$ cat config.mk
export PLATFORM = sky130hd
export DESIGN_NAME = dense_to_csr_encoder
export DESIGN_NICKNAME = d
export VERILOG_FILES = /design/src/hw/rtl/dtc_pkg.sv /design/src/hw/rtl/dtc_front.sv /design/src/hw/rtl/dtc_jobq.sv /design/src/hw/rtl/dtc_back.sv /design/src/hw/rtl/dense_to_csr_encoder.sv
export SDC_FILE = /design/constraint.sdc
export NUM_CORES = 1
export LEC_CHECK = 0
export ABC_AREA = 0
export CORE_MARGIN = 8
export CORE_UTILIZATION = 65
export CTS_BUF_LIST = sky130_fd_sc_hd__clkbuf_4 sky130_fd_sc_hd__clkbuf_8
export DETAILED_ROUTE_END_ITERATION = 10
export DONT_BUFFER_PORTS = 1
export PLACE_DENSITY = 0.81
export SKIP_CTS_REPAIR_TIMING = 1
export SYNTH_ARGS = -nofsm -noshare
export SYNTH_HDL_FRONTEND = slang
export SYNTH_SLANG_ARGS = --single-unit
$ cat constraint.sdc
create_clock -name clk -period 9.5 [get_ports clk]
set_clock_uncertainty 0.1 [all_clocks]
set_input_delay 1.9 -clock clk [delete_from_list [all_inputs] [get_ports clk]]
set_output_delay 1.9 -clock clk [all_outputs]
set_load 0.1 [all_outputs]
$ cat src/hw/rtl/dtc_pkg.sv
// shared types and constants for the dense-to-csr encoder
// no dependencies; imported by every module of the block
package dtc_pkg;

  localparam int MAX_ROWS    = 1024;
  localparam int MAX_COLUMNS = 1024;

  localparam int COUNT_W = 11;   // width of the row and column count registers
  localparam int POS_W   = 10;   // row and column positions
  localparam int TALLY_W = 21;   // nonzero tally and row pointer
  localparam int VALUE_W = 32;
  localparam int PCT_W   = 7;
  localparam int CELLS_W = 21;   // rows * columns
  localparam int NUM_W   = 28;   // (cells - nonzeros) * 100

  localparam logic [TALLY_W-1:0] TALLY_MAX = {TALLY_W{1'b1}};
  localparam logic [6:0]         PERCENT_SCALE = 7'd100;

  localparam int JOBQ_DEPTH = 4;
  localparam int JOBQ_AW    = $clog2(JOBQ_DEPTH);

  // register indexes on the configuration port
  localparam logic REG_ROW_COUNT    = 1'b0;
  localparam logic REG_COLUMN_COUNT = 1'b1;

  // result kinds
  localparam logic KIND_ENTRY   = 1'b0;
  localparam logic KIND_ROW_END = 1'b1;

  // one classified element, handed from the front to the back
  typedef struct packed {
    logic                has_entry;
    logic [VALUE_W-1:0]  value;
    logic [POS_W-1:0]    column;
    logic                row_end;
    logic                last_row;
    logic [TALLY_W-1:0]  tally;
  } job_t;

  typedef struct packed {
    logic                kind;
    logic [VALUE_W-1:0]  value;
    logic [POS_W-1:0]    column;
    logic [TALLY_W-1:0]  pointer;
    logic                done;
    logic [PCT_W-1:0]    percent;
    logic                last;
  } result_t;

  typedef enum logic [1:0] {
    BK_RUN,
    BK_MUL,
    BK_DIV
  } bk_state_t;

  // zero reads as one, anything above the limit reads as the limit
  function automatic logic [COUNT_W-1:0] clamp_count(input logic [COUNT_W-1:0] raw,
                                                     input logic [COUNT_W-1:0] limit);
    logic [COUNT_W-1:0] res;
    if (raw == '0) begin
      res = COUNT_W'(1);
    end else if (raw > limit) begin
      res = limit;
    end else begin
      res = raw;
    end
    return res;
  endfunction

endpackage

$ cat src/hw/rtl/dtc_front.sv
// front end: takes elements, tracks row/column position and nonzero tally
// depends on dtc_pkg; feeds classified jobs into dtc_jobq
module dtc_front import dtc_pkg::*; (
  input  logic               clk,
  input  logic               rst,
  input  logic               restart,
  input  logic [COUNT_W-1:0] rows,
  input  logic [COUNT_W-1:0] cols,
  input  logic               accept,
  input  logic [VALUE_W-1:0] element_value,
  output logic               job_push,
  output job_t               job
);

  logic [POS_W-1:0]   col_pos;
  logic [POS_W-1:0]   row_pos;
  logic [TALLY_W-1:0] tally;
  logic [TALLY_W-1:0] tally_next;
  logic               nonzero;
  logic               row_end;
  logic               last_row;

  always_comb begin
    nonzero    = (element_value != '0);
    row_end    = (({1'b0, col_pos} + COUNT_W'(1)) >= cols);
    last_row   = (({1'b0, row_pos} + COUNT_W'(1)) >= rows);
    tally_next = (nonzero && (tally != TALLY_MAX)) ? tally + TALLY_W'(1) : tally;

    job.has_entry = nonzero;
    job.value     = element_value;
    job.column    = col_pos;
    job.row_end   = row_end;
    job.last_row  = last_row;
    job.tally     = tally_next;
    // a zero that does not close a row leaves nothing to do
    job_push      = accept && (nonzero || row_end);
  end

  always_ff @(posedge clk) begin
    if (rst || restart) begin
      col_pos <= '0;
      row_pos <= '0;
      tally   <= '0;
    end else if (accept) begin
      if (row_end) begin
        col_pos <= '0;
        if (last_row) begin
          row_pos <= '0;
          tally   <= '0;
        end else begin
          row_pos <= row_pos + POS_W'(1);
          tally   <= tally_next;
        end
      end else begin
        col_pos <= col_pos + POS_W'(1);
        tally   <= tally_next;
      end
    end
  end

endmodule

$ cat src/hw/rtl/dtc_jobq.sv
// short job queue between front and back
// depends on dtc_pkg for job_t and the queue depth
module dtc_jobq import dtc_pkg::*; (
  input  logic clk,
  input  logic rst,
  input  logic push,
  input  job_t push_job,
  input  logic pop,
  output job_t head,
  output logic valid,
  output logic full
);

  job_t               mem [JOBQ_DEPTH];
  logic [JOBQ_AW-1:0] wr_ptr;
  logic [JOBQ_AW-1:0] rd_ptr;
  logic [JOBQ_AW:0]   count;
  logic               do_push;
  logic               do_pop;

  always_comb begin
    valid   = (count != '0);
    full    = (count == (JOBQ_AW+1)'(JOBQ_DEPTH));
    do_push = push && !full;
    do_pop  = pop && valid;
    head    = mem[rd_ptr];
  end

  always_ff @(posedge clk) begin
    if (do_push) begin
      mem[wr_ptr] <= push_job;
    end
  end

  always_ff @(posedge clk) begin
    if (rst) begin
      wr_ptr <= '0;
      rd_ptr <= '0;
      count  <= '0;
    end else begin
      if (do_push) begin
        wr_ptr <= wr_ptr + JOBQ_AW'(1);
      end
      if (do_pop) begin
        rd_ptr <= rd_ptr + JOBQ_AW'(1);
      end
      if (do_push && !do_pop) begin
        count <= count + (JOBQ_AW+1)'(1);
      end else if (do_pop && !do_push) begin
        count <= count - (JOBQ_AW+1)'(1);
      end
    end
  end

endmodule

$ cat src/hw/rtl/dtc_back.sv
// back end: turns jobs into results, computes the sparse percentage
// depends on dtc_pkg; drains dtc_jobq and holds the output register
module dtc_back import dtc_pkg::*; (
  input  logic               clk,
  input  logic               rst,
  input  job_t               job,
  input  logic               job_valid,
  input  logic [CELLS_W-1:0] cells,
  output logic               job_pop,
  input  logic               res_pop,
  output result_t            res,
  output logic               res_valid
);

  bk_state_t          state;
  bk_state_t          state_next;
  logic               phase;       // entry of the head job already sent
  logic               pct_ok;
  logic [NUM_W-1:0]   rem;
  logic [PCT_W-1:0]   quo;
  logic [2:0]         step;

  logic               slot_free;
  logic               at_row_end;
  logic               need_pct;
  logic               emit_entry;
  logic               emit_row_end;
  logic               start_mul;
  logic [CELLS_W-1:0] nz;
  logic [CELLS_W-1:0] diff;
  logic [NUM_W-1:0]   trial;
  logic               ge;
  result_t            res_new;

  always_comb begin
    slot_free  = !res_valid || res_pop;
    at_row_end = job_valid && (phase || !job.has_entry);
    need_pct   = job.last_row && (job.tally != '0);
    nz         = (job.tally > cells) ? cells : job.tally;
    diff       = cells - nz;
    trial      = NUM_W'(cells) << step;
    ge         = (rem >= trial);
  end

  // next state
  always_comb begin
    state_next = state;
    case (state)
      BK_RUN: begin
        if (at_row_end && need_pct && !pct_ok) begin
          state_next = BK_MUL;
        end
      end
      BK_MUL: state_next = BK_DIV;
      BK_DIV: begin
        if (step == 3'd0) begin
          state_next = BK_RUN;
        end
      end
      default: state_next = BK_RUN;
    endcase
  end

  // outputs of the sequencer
  always_comb begin
    emit_entry   = 1'b0;
    emit_row_end = 1'b0;
    start_mul    = 1'b0;
    case (state)
      BK_RUN: begin
        emit_entry   = job_valid && !phase && job.has_entry && slot_free;
        emit_row_end = at_row_end && slot_free && (!need_pct || pct_ok);
        start_mul    = at_row_end && need_pct && !pct_ok;
      end
      default: begin
      end
    endcase
    job_pop = (emit_entry && !job.row_end) || emit_row_end;

    res_new = '0;
    if (emit_entry) begin
      res_new.kind   = KIND_ENTRY;
      res_new.value  = job.value;
      res_new.column = job.column;
      res_new.last   = !job.row_end;
    end else begin
      res_new.kind    = KIND_ROW_END;
      res_new.pointer = job.tally;
      res_new.done    = job.last_row;
      res_new.percent = need_pct ? quo : '0;
      res_new.last    = 1'b1;
    end
  end

  always_ff @(posedge clk) begin
    if (rst) begin
      state <= BK_RUN;
    end else begin
      state <= state_next;
    end
  end

  always_ff @(posedge clk) begin
    if (rst) begin
      phase  <= 1'b0;
      pct_ok <= 1'b0;
    end else begin
      if (emit_entry && job.row_end) begin
        phase <= 1'b1;
      end else if (emit_row_end) begin
        phase <= 1'b0;
      end
      if (emit_row_end) begin
        pct_ok <= 1'b0;
      end else if (state == BK_DIV && step == 3'd0) begin
        pct_ok <= 1'b1;
      end
    end
  end

  // restoring division, one quotient bit a cycle (quotient never exceeds 100)
  always_ff @(posedge clk) begin
    if (start_mul) begin
      rem  <= NUM_W'(diff * PERCENT_SCALE);
      quo  <= '0;
      step <= 3'(PCT_W - 1);
    end else if (state == BK_DIV) begin
      if (ge) begin
        rem <= rem - trial;
      end
      quo[step] <= ge;
      step      <= step - 3'd1;
    end
  end

  always_ff @(posedge clk) begin
    if (rst) begin
      res_valid <= 1'b0;
    end else if (emit_entry || emit_row_end) begin
      res_valid <= 1'b1;
    end else if (res_pop) begin
      res_valid <= 1'b0;
    end
  end

  always_ff @(posedge clk) begin
    if (emit_entry || emit_row_end) begin
      res <= res_new;
    end
  end

endmodule

$ cat src/hw/rtl/dense_to_csr_encoder.sv
// top level of the dense-to-csr encoder: config registers, front, queue, back
// depends on dtc_pkg, dtc_front, dtc_jobq and dtc_back
//
//   channel   handshake                       payload
//   --------  ------------------------------  ----------------------------------------
//   input     push / full                     element_value
//   result    pop / empty                     result_kind, entry_value, entry_column,
//                                             row_pointer, matrix_done, sparse_percent,
//                                             last_of_run
//   config    psel, penable, pwrite / pready  paddr, pwdata, prdata
//
// the front takes one element per cycle as long as the 4-deep job queue has room
// the back sends one result per cycle while pop is high and the divider is idle;
//   an element that is nonzero and closes a row gives two results
// the row end of a matrix with nonzeros waits in the back while the numerator
//   scaled by 100 is loaded, the multiply state passes and the seven quotient bits
//   of the percentage divider are worked out
// rst is synchronous; afterwards both counts read 1 and the block is ready at once
// full rises when the queue fills: a stalled result, the divider, two-result jobs

module dense_to_csr_encoder import dtc_pkg::*; (
  input  logic                clk,
  input  logic                rst,
  // element request side
  input  logic                push,
  output logic                full,
  input  logic signed [31:0]  element_value,
  // result request side
  output logic                empty,
  input  logic                pop,
  output logic                result_kind,
  output logic signed [31:0]  entry_value,
  output logic [9:0]          entry_column,
  output logic [20:0]         row_pointer,
  output logic                matrix_done,
  output logic [6:0]          sparse_percent,
  output logic                last_of_run,
  // configuration port
  input  logic                psel,
  input  logic                penable,
  input  logic                pwrite,
  input  logic [2:0]          paddr,
  input  logic [31:0]         pwdata,
  output logic [31:0]         prdata,
  output logic                pready
);

  logic [COUNT_W-1:0] row_count;
  logic [COUNT_W-1:0] column_count;
  logic [COUNT_W-1:0] rows;
  logic [COUNT_W-1:0] cols;
  logic [CELLS_W-1:0] cells;
  logic               cfg_wr;
  logic               accept;

  job_t               fe_job;
  logic               fe_push;
  job_t               jq_head;
  logic               jq_valid;
  logic               jq_full;
  logic               jq_pop;
  result_t            res;
  logic               res_valid;

  // apb register file: bit 2 of the address picks the register
  assign pready = 1'b1;
  assign cfg_wr = psel && penable && pwrite && pready;

  always_ff @(posedge clk) begin
    if (rst) begin
      row_count    <= COUNT_W'(1);
      column_count <= COUNT_W'(1);
    end else if (cfg_wr) begin
      case (paddr[2])
        REG_ROW_COUNT:    row_count    <= pwdata[COUNT_W-1:0];
        REG_COLUMN_COUNT: column_count <= pwdata[COUNT_W-1:0];
        default: begin
        end
      endcase
    end
  end

  always_comb begin
    case (paddr[2])
      REG_ROW_COUNT:    prdata = {{(32-COUNT_W){1'b0}}, row_count};
      REG_COLUMN_COUNT: prdata = {{(32-COUNT_W){1'b0}}, column_count};
      default:          prdata = '0;
    endcase
  end

  // counts as used: zero means one, large values stop at the maximum
  assign rows = clamp_count(row_count, COUNT_W'(MAX_ROWS));
  assign cols = clamp_count(column_count, COUNT_W'(MAX_COLUMNS));

  // cell count only matters at a matrix end, long after a config write
  always_ff @(posedge clk) begin
    cells <= CELLS_W'(rows * cols);
  end

  assign full   = jq_full;
  assign accept = push && !full;

  dtc_front u_front (
    .clk           (clk),
    .rst           (rst),
    .restart       (cfg_wr),
    .rows          (rows),
    .cols          (cols),
    .accept        (accept),
    .element_value (element_value),
    .job_push      (fe_push),
    .job           (fe_job)
  );

  dtc_jobq u_jobq (
    .clk      (clk),
    .rst      (rst),
    .push     (fe_push),
    .push_job (fe_job),
    .pop      (jq_pop),
    .head     (jq_head),
    .valid    (jq_valid),
    .full     (jq_full)
  );

  dtc_back u_back (
    .clk       (clk),
    .rst       (rst),
    .job       (jq_head),
    .job_valid (jq_valid),
    .cells     (cells),
    .job_pop   (jq_pop),
    .res_pop   (pop),
    .res       (res),
    .res_valid (res_valid)
  );

  assign empty          = !res_valid;
  assign result_kind    = res.kind;
  assign entry_value    = res.value;
  assign entry_column   = res.column;
  assign row_pointer    = res.pointer;
  assign matrix_done    = res.done;
  assign sparse_percent = res.percent;
  assign last_of_run    = res.last;

  // matrix end is only ever flagged on a row-end result
  a_done_on_row_end: assert property (@(posedge clk) disable iff (rst)
    (!empty && matrix_done) |-> (result_kind == KIND_ROW_END))
    else $error("matrix_done on an entry result");

  // entry results never carry a zero value
  a_entry_nonzero: assert property (@(posedge clk) disable iff (rst)
    (!empty && result_kind == KIND_ENTRY) |-> (entry_value != '0))
    else $error("entry result with zero value");

  // divider result stays within a percentage
  a_percent_range: assert property (@(posedge clk) disable iff (rst)
    !empty |-> (sparse_percent <= PCT_W'(100)))
    else $error("sparse percentage above 100");

  // an entry that closes a row is followed by its row end
  a_row_end_follows: assert property (@(posedge clk) disable iff (rst)
    (!empty && pop && result_kind == KIND_ENTRY && !last_of_run) |=>
      (empty || result_kind == KIND_ROW_END))
    else $error("row end missing after closing entry");

endmodule

# After elaboration in Yosys (flattened, before gate mapping)
# Memories as Yosys holds them, arrays and structs flattened. A register that Yosys moved wholly into a read port is not among the register bits.
# Index checks and enable logic that the tools add are counted.
[totals]
word_cells = 148
input_bits = 74
ram_bits = 264
mem_count = 1
reg_bits = 207
output_inout_bits = 108
[op_classes]
n_mux = 34
addsub = 12
n_lt_le_gt_ge = 8
n_reduce_logical = 58
shifts = 1
n_eq_ne = 6
bitwise_logic = 2
mul = 2
[memory_table]
columns = ["name", "depth", "width", "read_ports", "rd_clocked_by_memory_dff", "wr", "line", "text"]
rows = [
  ["u_jobq.mem", 4, 66, 1, 1, 1, "dtc_jobq.sv:14", "job_t mem [JOBQ_DEPTH];"],
]
[ops]
columns = ["operator", "n"]
rows = [
  ["$mux 21", 4],
  ["$mux 28", 3],
  ["$pmux 32 s2", 1],
  ["$mux 11", 4],
  ["$reduce_bool 32->1", 1],
  ["$ge 28x28->1", 1],
  ["$shl 21x3->28", 1],
  ["$sub 28x28->28", 1],
  ["$mul 21x5->26 const B", 1],
  ["$add 10x1->11 const B", 2],
  ["$ge 11x11->1", 2],
  ["$gt 11x11->1 const B", 2],
  ["$logic_and 1x1->1", 22],
  ["$logic_not 11->1", 2],
  ["$add 21x1->21 const B", 1],
  ["$gt 21x21->1", 1],
  ["$mul 11x11->21", 1],
  ["$ne 21x21->1 const B", 1],
  ["$reduce_bool 21->1", 1],
  ["$sub 21x21->21", 1],
  ["$add 10x1->10 const B", 2],
  ["$mux 10", 2],
  ["$reduce_and 2->1", 6],
  ["$mux 1", 11],
  ["other kinds (22)", 49],
]

# Longest topological paths before layout
# Gate-level depths: netlist of the first run.
[depth]
word_depth = 11
depth_mapped = 40
mapped_depth_nobuf = 37

# By module
# Synthesis of the first run repeated with hierarchy kept, for this count alone.
[hier_totals]
hier_cells = 2638
area_unflattened_um2 = 29493.3
[by_module_without_submodules]
columns = ["module", "n_inst", "cells_per_inst", "seq_area_each_um2", "area_per_inst_um2"]
rows = [
  ["dtc_back", 1, 1130, 3313.2, 10537.6],
  ["dtc_jobq", 1, 392, 8107.8, 9982.1],
  ["dense_to_csr_encoder", 1, 677, 860.8, 5525.3],
  ["dtc_front", 1, 439, 820.8, 3448.3],
]

# Least setup slack after synthesis of the first run
# Ideal clock, no wire load.
[synth_timing]
kind = "register to register"
start = "reg with a tool-made name"
end = "reg u_back.rem[25] (data pin)"
path_buffers = 4
slack_ps = 890
t_required_ps = 9129
arrival_time_ps = 8239
setup_ps = 271
stages_incl_launch_ff = 37
period_less_slack_ps = 8610
path_cell_list = "dfxtp_1 -> buf_6 -> buf_8 -> buf_6 -> mux4_2 -> ha_1 -> nand4_1 -> nor4_1 -> o21ai_0 -> o31ai_1 -> nor2_1 -> a31oi_1 -> clkbuf_1 -> mux2i_1 -> ha_1 -> and3_1 -> a21oi_1 -> a311oi_1 -> o21ai_0 -> nand2_1 -> a21o_1 -> a2111oi_0 -> nor3b_1 -> ha_1 -> ha_1 -> inv_1 -> fa_1 -> inv_1 -> ha_1 -> a21o_1 -> a21o_1 -> or3_1 -> o21a_1 -> a31o_2 -> a31oi_1 -> xor2_1 -> o22ai_1"
[synth_lines]
columns = ["item", "line", "text"]
rows = [
  ["end signal: assignment", "dtc_back.sv:124", "rem <= NUM_W'(diff * PERCENT_SCALE);"],
  ["end signal: assignment", "dtc_back.sv:129", "rem <= rem - trial;"],
  ["end: declaration", "dtc_back.sv:19", "logic [NUM_W-1:0] rem;"],
]

==> results.tsv, run 1 <==
metric	value	unit
gr usage total	26.1	%
met2 wire length	32400	um
die footprint	50800	sq um
H-Tree Level Count	3	
Avg Vias per Cell	6.15	
Crit Path Category	flip-flop to flip-flop	
Top FF cell, synth	edfxtp_1	
die height	225	um
Crit path largest cell delay	620	ps
Slew Limit Fails	0	
first-pass GRT wire length	104000	um
gpl congestion	0.939	
Seq cells post-synth	473	
Final nets	2861	
largest net degree at the start of global routing	74	
HP Start	u_back.rem[0]	
Synth area leaders	edfxtp_1, ha_1, dfxtp_1	
# IOs	182	
Rel. slew slack	26.7	%
Fin Hold WS	374	ps
Hold Violations, Final	0	
Syn Area/Cell	11.6	sq um
gr ovfl total	0	
crit start category	flip-flop	
DR top layer	met4	
initial antenna violation count	1	
starting DRC count in detailed routing	1878	
FF-to-FF setup slack	430	ps
Period minus WS final	9070	ps
drt wl/cell	21.6	um
Post-synth EDFFs	363	
Final setup viols	0	
worst-skew pair later-pin latency	660	ps
Root Driver	clkbuf_8	
first-pass detailed-route iteration total	5	
R2R Path End	u_back.rem[25]	
starting density of the core	66.0	%
CTS tree	yes	
Slew @ Worst Pin	1100	ps
post-synthesis sequential area ratio	46.0	%
Port Buffer Count	0	
Synth top cells by count	edfxtp_1, inv_1, ha_1	
mapped cell area	28500	sq um
Synthesis Warnings	0	
CTS sink count	473	
Worst Hold Class	flip-flop to flip-flop	
status	complete, no violations	
DR DRC count	0	
Top cell by count, worst path	ha_1	
post-DP HPWL	47800	um
met1 WL	27900	um
Final Cycle Share	95.5	%
f_max	110	MHz
Max-Cap Viols	0	
Final ANT Viol Nets	0	
number of global-route vias before repair	19300	
num rows	76	
distinct cell type count after synthesis	81	
Mapped Cells	2450	
slowest CP cell	mux4_2	
top cell type's share of synthesized area	38.3	%
Die W	225	um
dpl cells	2970	
Finished Core Util	70.9	%
drt total wl	67300	um
CTS Buffer Depth	3	
Routed met3 length	4860	um
Area Overhead vs Synth	7.47	%
final std cells w/o fill	3113	
share of cells above drive strength 1	11.1	%
crit path DAT	9360	ps
Req. time, crit path	9790	ps
Yosys top cell by area	edfxtp_1	
routed via count	19200	
total CTS buffers	77	
hold depth	2	
Clock Pin Slew Worst Setup and Hold Paths	60	ps
Hold EP	u_back.rem[0]	
worst-path fanout max	14	
critical path endpoint category	flip-flop	
Core Box Area	43200	sq um
R2R cell count	34	
leading cell type by number of instances after synthesis	edfxtp_1	
Async SR Flop Fraction	0	%
-- per-stage QoR --
| step | TNS [ps] | setup WS [ps] | area [sq um] |
|---|---|---|---|
| 2_1_floorplan | 0 | 890 | 28600 |
| 3_3_place_gp | 0 | 627 | 29000 |
| 3_5_place_dp | 0 | 412 | 29000 |
| 4_1_cts | 0 | 358 | 30600 |
| 5_1_grt | -41.2 | -21.6 | 30600 |
| 6_report | 0 | 426 | 30600 |
-- cells in the final DEF (no fill, tap or decap), types with 48 or more instances in the layout --
cell type	instances
nand2_1	195
dfxtp_1	108
xnor2_1	73
o21ai_0	72
inv_1	239
and3_1	62
edfxtp_1	363
nor2_1	155
xor2_1	56
a21oi_1	115
clkbuf_8	89
fa_1	98
ha_1	225
mux2i_1	48
mux4_2	77
-- routing by layer --
layer,track usage [%],vias up
met5,0,-
met4,9.64,0
met3,4.83,139
met2,43.2,816
met1,34.3,9419
li1,-,8779
-- layout make-up --
cell class	instances	area, sq um
multi-input cells	1642	14000
well taps	585	732
repair buffers	23	218
inverters	247	927
diodes	2	5.00
flip-flops and latches	473	13100
fillers	2971	12600
clock inverters	23	141
clock buffers	118	1440
-- sequential cells by signal, indices dropped and copies added, names as in the netlist, named ones only --
register,flops
u_back.phase,1
u_back.quo,7
u_jobq.mem,264
u_back.pct_ok,1
u_front.tally,21
u_jobq.wr_ptr,2
u_jobq.count,3
u_back.step,3
cells,21
u_front.col_pos,10
u_front.row_pos,10
u_back.res,73
u_back.state,2
u_jobq.rd_ptr,2
u_back.res_valid,1
column_count,11
u_back.rem,28
row_count,11
-- worst max path at each step --
stage,from,end,slack (ps),cells past startpoint
after CTS,flip-flop,u_back.rem[25],360,34
after global placement,flip-flop,u_back.rem[25],630,34
after global routing,flip-flop,u_back.rem[27],-20,33
after detailed placement,flip-flop,u_back.rem[25],410,34
final,flip-flop,u_back.rem[25],430,34
after floorplan,flip-flop,u_back.rem[25],890,36
-- cells by family (layout without fill, tap and decap cells) --
| kind of cell | after synthesis | after routing | share of synthesized area (%) |
|---|---|---|---|
| and+or+nand+nor | 652 | 652 | 11.2 |
| DFF | 473 | 473 | 46.0 |
| AOI/OAI and AO/OA | 378 | 378 | 8.55 |
| buffers and inverters | 355 | 411 | 5.18 |
| adders and majority gates | 323 | 323 | 16.8 |
| muxes | 138 | 138 | 8.34 |
| xor gates and xnor gates | 129 | 129 | 3.97 |
| other | 2 | 24 | 0.0264 |
-- worst max-delay path, delay by kind of cell, from the launching register on --
kind | cells | cell delay, ps
simple gates | 7 | 1420
fa+ha+maj | 6 | 2040
mux | 2 | 850
flops | 1 | 450
xor+xnor | 1 | 160
buf+inv | 4 | 530
compound gates | 14 | 3230
Power of run 1 is left out: the tool's default activity adds up to more than one toggle a clock period on the data nets, which glitch-free logic cannot reach.
==> run 2, diff against run 1 <==
--- a/config.mk
+++ b/config.mk
@@ -11,8 +11,10 @@
 export CTS_BUF_LIST = sky130_fd_sc_hd__clkbuf_4 sky130_fd_sc_hd__clkbuf_8
 export DETAILED_ROUTE_END_ITERATION = 10
 export DONT_BUFFER_PORTS = 1
+export GPL_ROUTABILITY_DRIVEN = 0
 export PLACE_DENSITY = 0.81
 export SKIP_CTS_REPAIR_TIMING = 1
 export SYNTH_ARGS = -nofsm -noshare
 export SYNTH_HDL_FRONTEND = slang
+export SYNTH_HIERARCHICAL = 1
 export SYNTH_SLANG_ARGS = --single-unit
==> run 2 against run 1 <==
Sequential share of layout area decreased by 1.1 points. Global-route usage decreased by 0.42 points. Utilization decreased by 1.2 points. Die area increased by 3.3%. Maximum frequency increased by 0.54%. Synthesized cell count increased by 7.7%. Flip-flop and latch count unchanged. Synthesized area increased by 3.6%. Critical path depth increased by 5. Worst setup slack improved by 49 ps. First-iteration DRC count increased by 14%. Routed wire length increased by 3.3%.
==> results.tsv, run 2 <==
metric	value	unit	change
final instance area	31400	sq um	+2.7%
Yosys top cell by area	edfxtp_1		
gr usage total	25.7	%	-0.42 points
Top FF cell, synth	edfxtp_1		
# IOs	182		unchanged
antenna fix cells	0		-2
die footprint	52400	sq um	+3.3%
first-pass GRT wire length	109000	um	+4.7%
Final TNS setup	0	ps	unchanged
Die W	229	um	+1.6%
Final nets	3019		+5.5%
Port Buffer Count	0		unchanged
Simple-Gate Fraction of Synth Area	12.1	%	+0.91 points
Core Box Area	45100	sq um	+4.4%
Synth Area in Compound Gates	9.41	%	+0.86 points
Req. time, crit path	9780	ps	about the same
Crit path largest cell delay	570	ps	-50 ps
distinct cell type count after synthesis	98		+21%
drt wl/cell	21.2	um	-2.1%
Worst Hold Class	flip-flop to flip-flop		
Avg Vias per Cell	6.25		+1.6%
biggest regs	u_jobq/mem (264), u_back/res (73), u_back/rem (28)		
Biggest register	u_jobq/mem		
Synth top cells by count	edfxtp_1, inv_1, ha_1		
critical path endpoint category	flip-flop		
total CTS buffers	77		unchanged
Placement Setup Slack	202	ps	-210 ps
Final Cycle Share	95.0	%	-0.52 points
Mapped Cells	2638		+7.7%
Crit Path Category	flip-flop to flip-flop		
xor and xnor area share after synthesis	3.73	%	-0.24 points
leading cell type by number of instances after synthesis	edfxtp_1		
routed via count	20500		+7.2%
number of global-route vias before repair	20600		+6.8%
Rel. slew slack	17.9	%	-8.8 points
Post-synth EDFFs	363		unchanged
num rows	78		+2.6%
CTS sink count	473		unchanged
most frequent cells in the layout	edfxtp_1, inv_1, ha_1		
die height	229	um	+1.6%
Final setup viols	0		unchanged
Syn Area/Cell	11.2	sq um	-3.8%
starting density of the core	65.4	%	-0.55 points
worst-path fanout max	12		-2
Synthesis Warnings	6		+6
post-DP HPWL	50800	um	+6.3%
post-synthesis sequential area ratio	44.4	%	-1.6 points
post-synthesis mux area share	7.35	%	-1.0 points
Finished Core Util	69.7	%	-1.2 points
Synth area leaders	edfxtp_1, ha_1, dfxtp_1		
DR DRC count	0		unchanged
CTS Buffer Depth	3		unchanged
Root Driver	clkbuf_8		
worst-skew pair later-pin latency	660	ps	about the same
Hold Violations, Final	0		unchanged
largest net degree at the start of global routing	74		unchanged
commonest non-fill, non-tap cell in the layout	edfxtp_1		
Async SR Flop Fraction	0	%	unchanged
Clock Pin Slew Worst Setup and Hold Paths	60	ps	about the same
status	complete, no violations		
max reg flops	264		unchanged
Seq cells post-synth	473		unchanged
Final ANT Viol Nets	0		unchanged
Final Worst Setup Slack	475	ps	+49.2 ps
Area Overhead vs Synth	6.55	%	
first-pass detailed-route iteration total	8		+3
CTS tree	yes		
Slew Limit Fails	0		unchanged
initial antenna violation count	0		-1
DP Area	29700	sq um	+2.5%
slowest CP cell	mux4_2		
Max-Cap Viols	0		unchanged
gr ovfl total	0		unchanged
adder-cell area share of the yosys netlist	16.2	%	-0.58 points
share of cells above drive strength 1	11.5	%	+0.38 points
Slew @ Worst Pin	1230	ps	+130 ps
combinational family with the most area after synthesis	adder cells		
top cell type's share of synthesized area	37.0	%	-1.3 points
H-Tree Level Count	3		unchanged
Period minus WS final	9020	ps	-49.2 ps
f_max	111	MHz	+0.54%
crit start category	flip-flop		
drt total wl	69500	um	+3.3%
starting DRC count in detailed routing	2141		+14%
Filler cells	3081		+3.7%
mapped cell area	29500	sq um	+3.6%
crit path DAT	9300	ps	-60 ps
run 2: through the flow:
stage,cells,hold slack [ps]
final,3285,365
after CTS,3280,363
after detailed placement,3138,351
after floorplan,2658,331
after global placement,3138,340
after global routing,3285,399
run 2: logic make-up after synthesis:
family | after synthesis
muxes | 119
xor gates and xnor gates | 123
buffers and inverters | 446
AOI/OAI and AO/OA | 429
adders and majority gates | 323
and+or+nand+nor | 723
DFF | 473
other | 2
run 2: final cells by class:
cell class / instances / area (sq um) / area share (%)
Inverter: 295 / 1110 / 3.52
Timing Repair Buffer: 36 / 308 / 0.979
Clock inverter: 39 / 313 / 0.995
Multi-Input combinational cell: 1739 / 14500 / 46.3
Sequential cell: 473 / 13100 / 41.7
Clock buffer: 103 / 1300 / 4.13
Tap cell: 600 / 751 / 2.39
run 2: worst max-delay path, delay by kind of cell, from the launching register on:
kind | cells | cell delay (ps)
AOI/OAI and AO/OA | 17 | 3260
and+or+nand+nor | 6 | 980
xor gates and xnor gates | 2 | 470
adders and majority gates | 7 | 2340
buffers and inverters | 6 | 600
DFF | 1 | 420
muxes | 1 | 570
run 2: worst paths after layout:
| check | from | to | slack (ps) | cells past startpoint |
|---|---|---|---|---|
| max | flip-flop | u_back/rem[26] | 480 | 39 |
| min | u_front/row_pos[7] | u_front/row_pos[7] | 360 | 2 |
| max reg2reg | flip-flop | u_back/rem[26] | 480 | 39 |
| min reg2reg | u_front/row_pos[7] | u_front/row_pos[7] | 360 | 2 |
run 2: routing by layer:
layer | global-route usage, % | vias up | routed length, um
met2 | 43.7 | 1061 | 34000
met4 | 9.96 | 0 | 2470
met5 | 0 | - | 0
met1 | 32.3 | 9978 | 27300
li1 | - | 9281 | -
met3 | 5.08 | 206 | 5800
Power of run 2 is left out for the same reason.
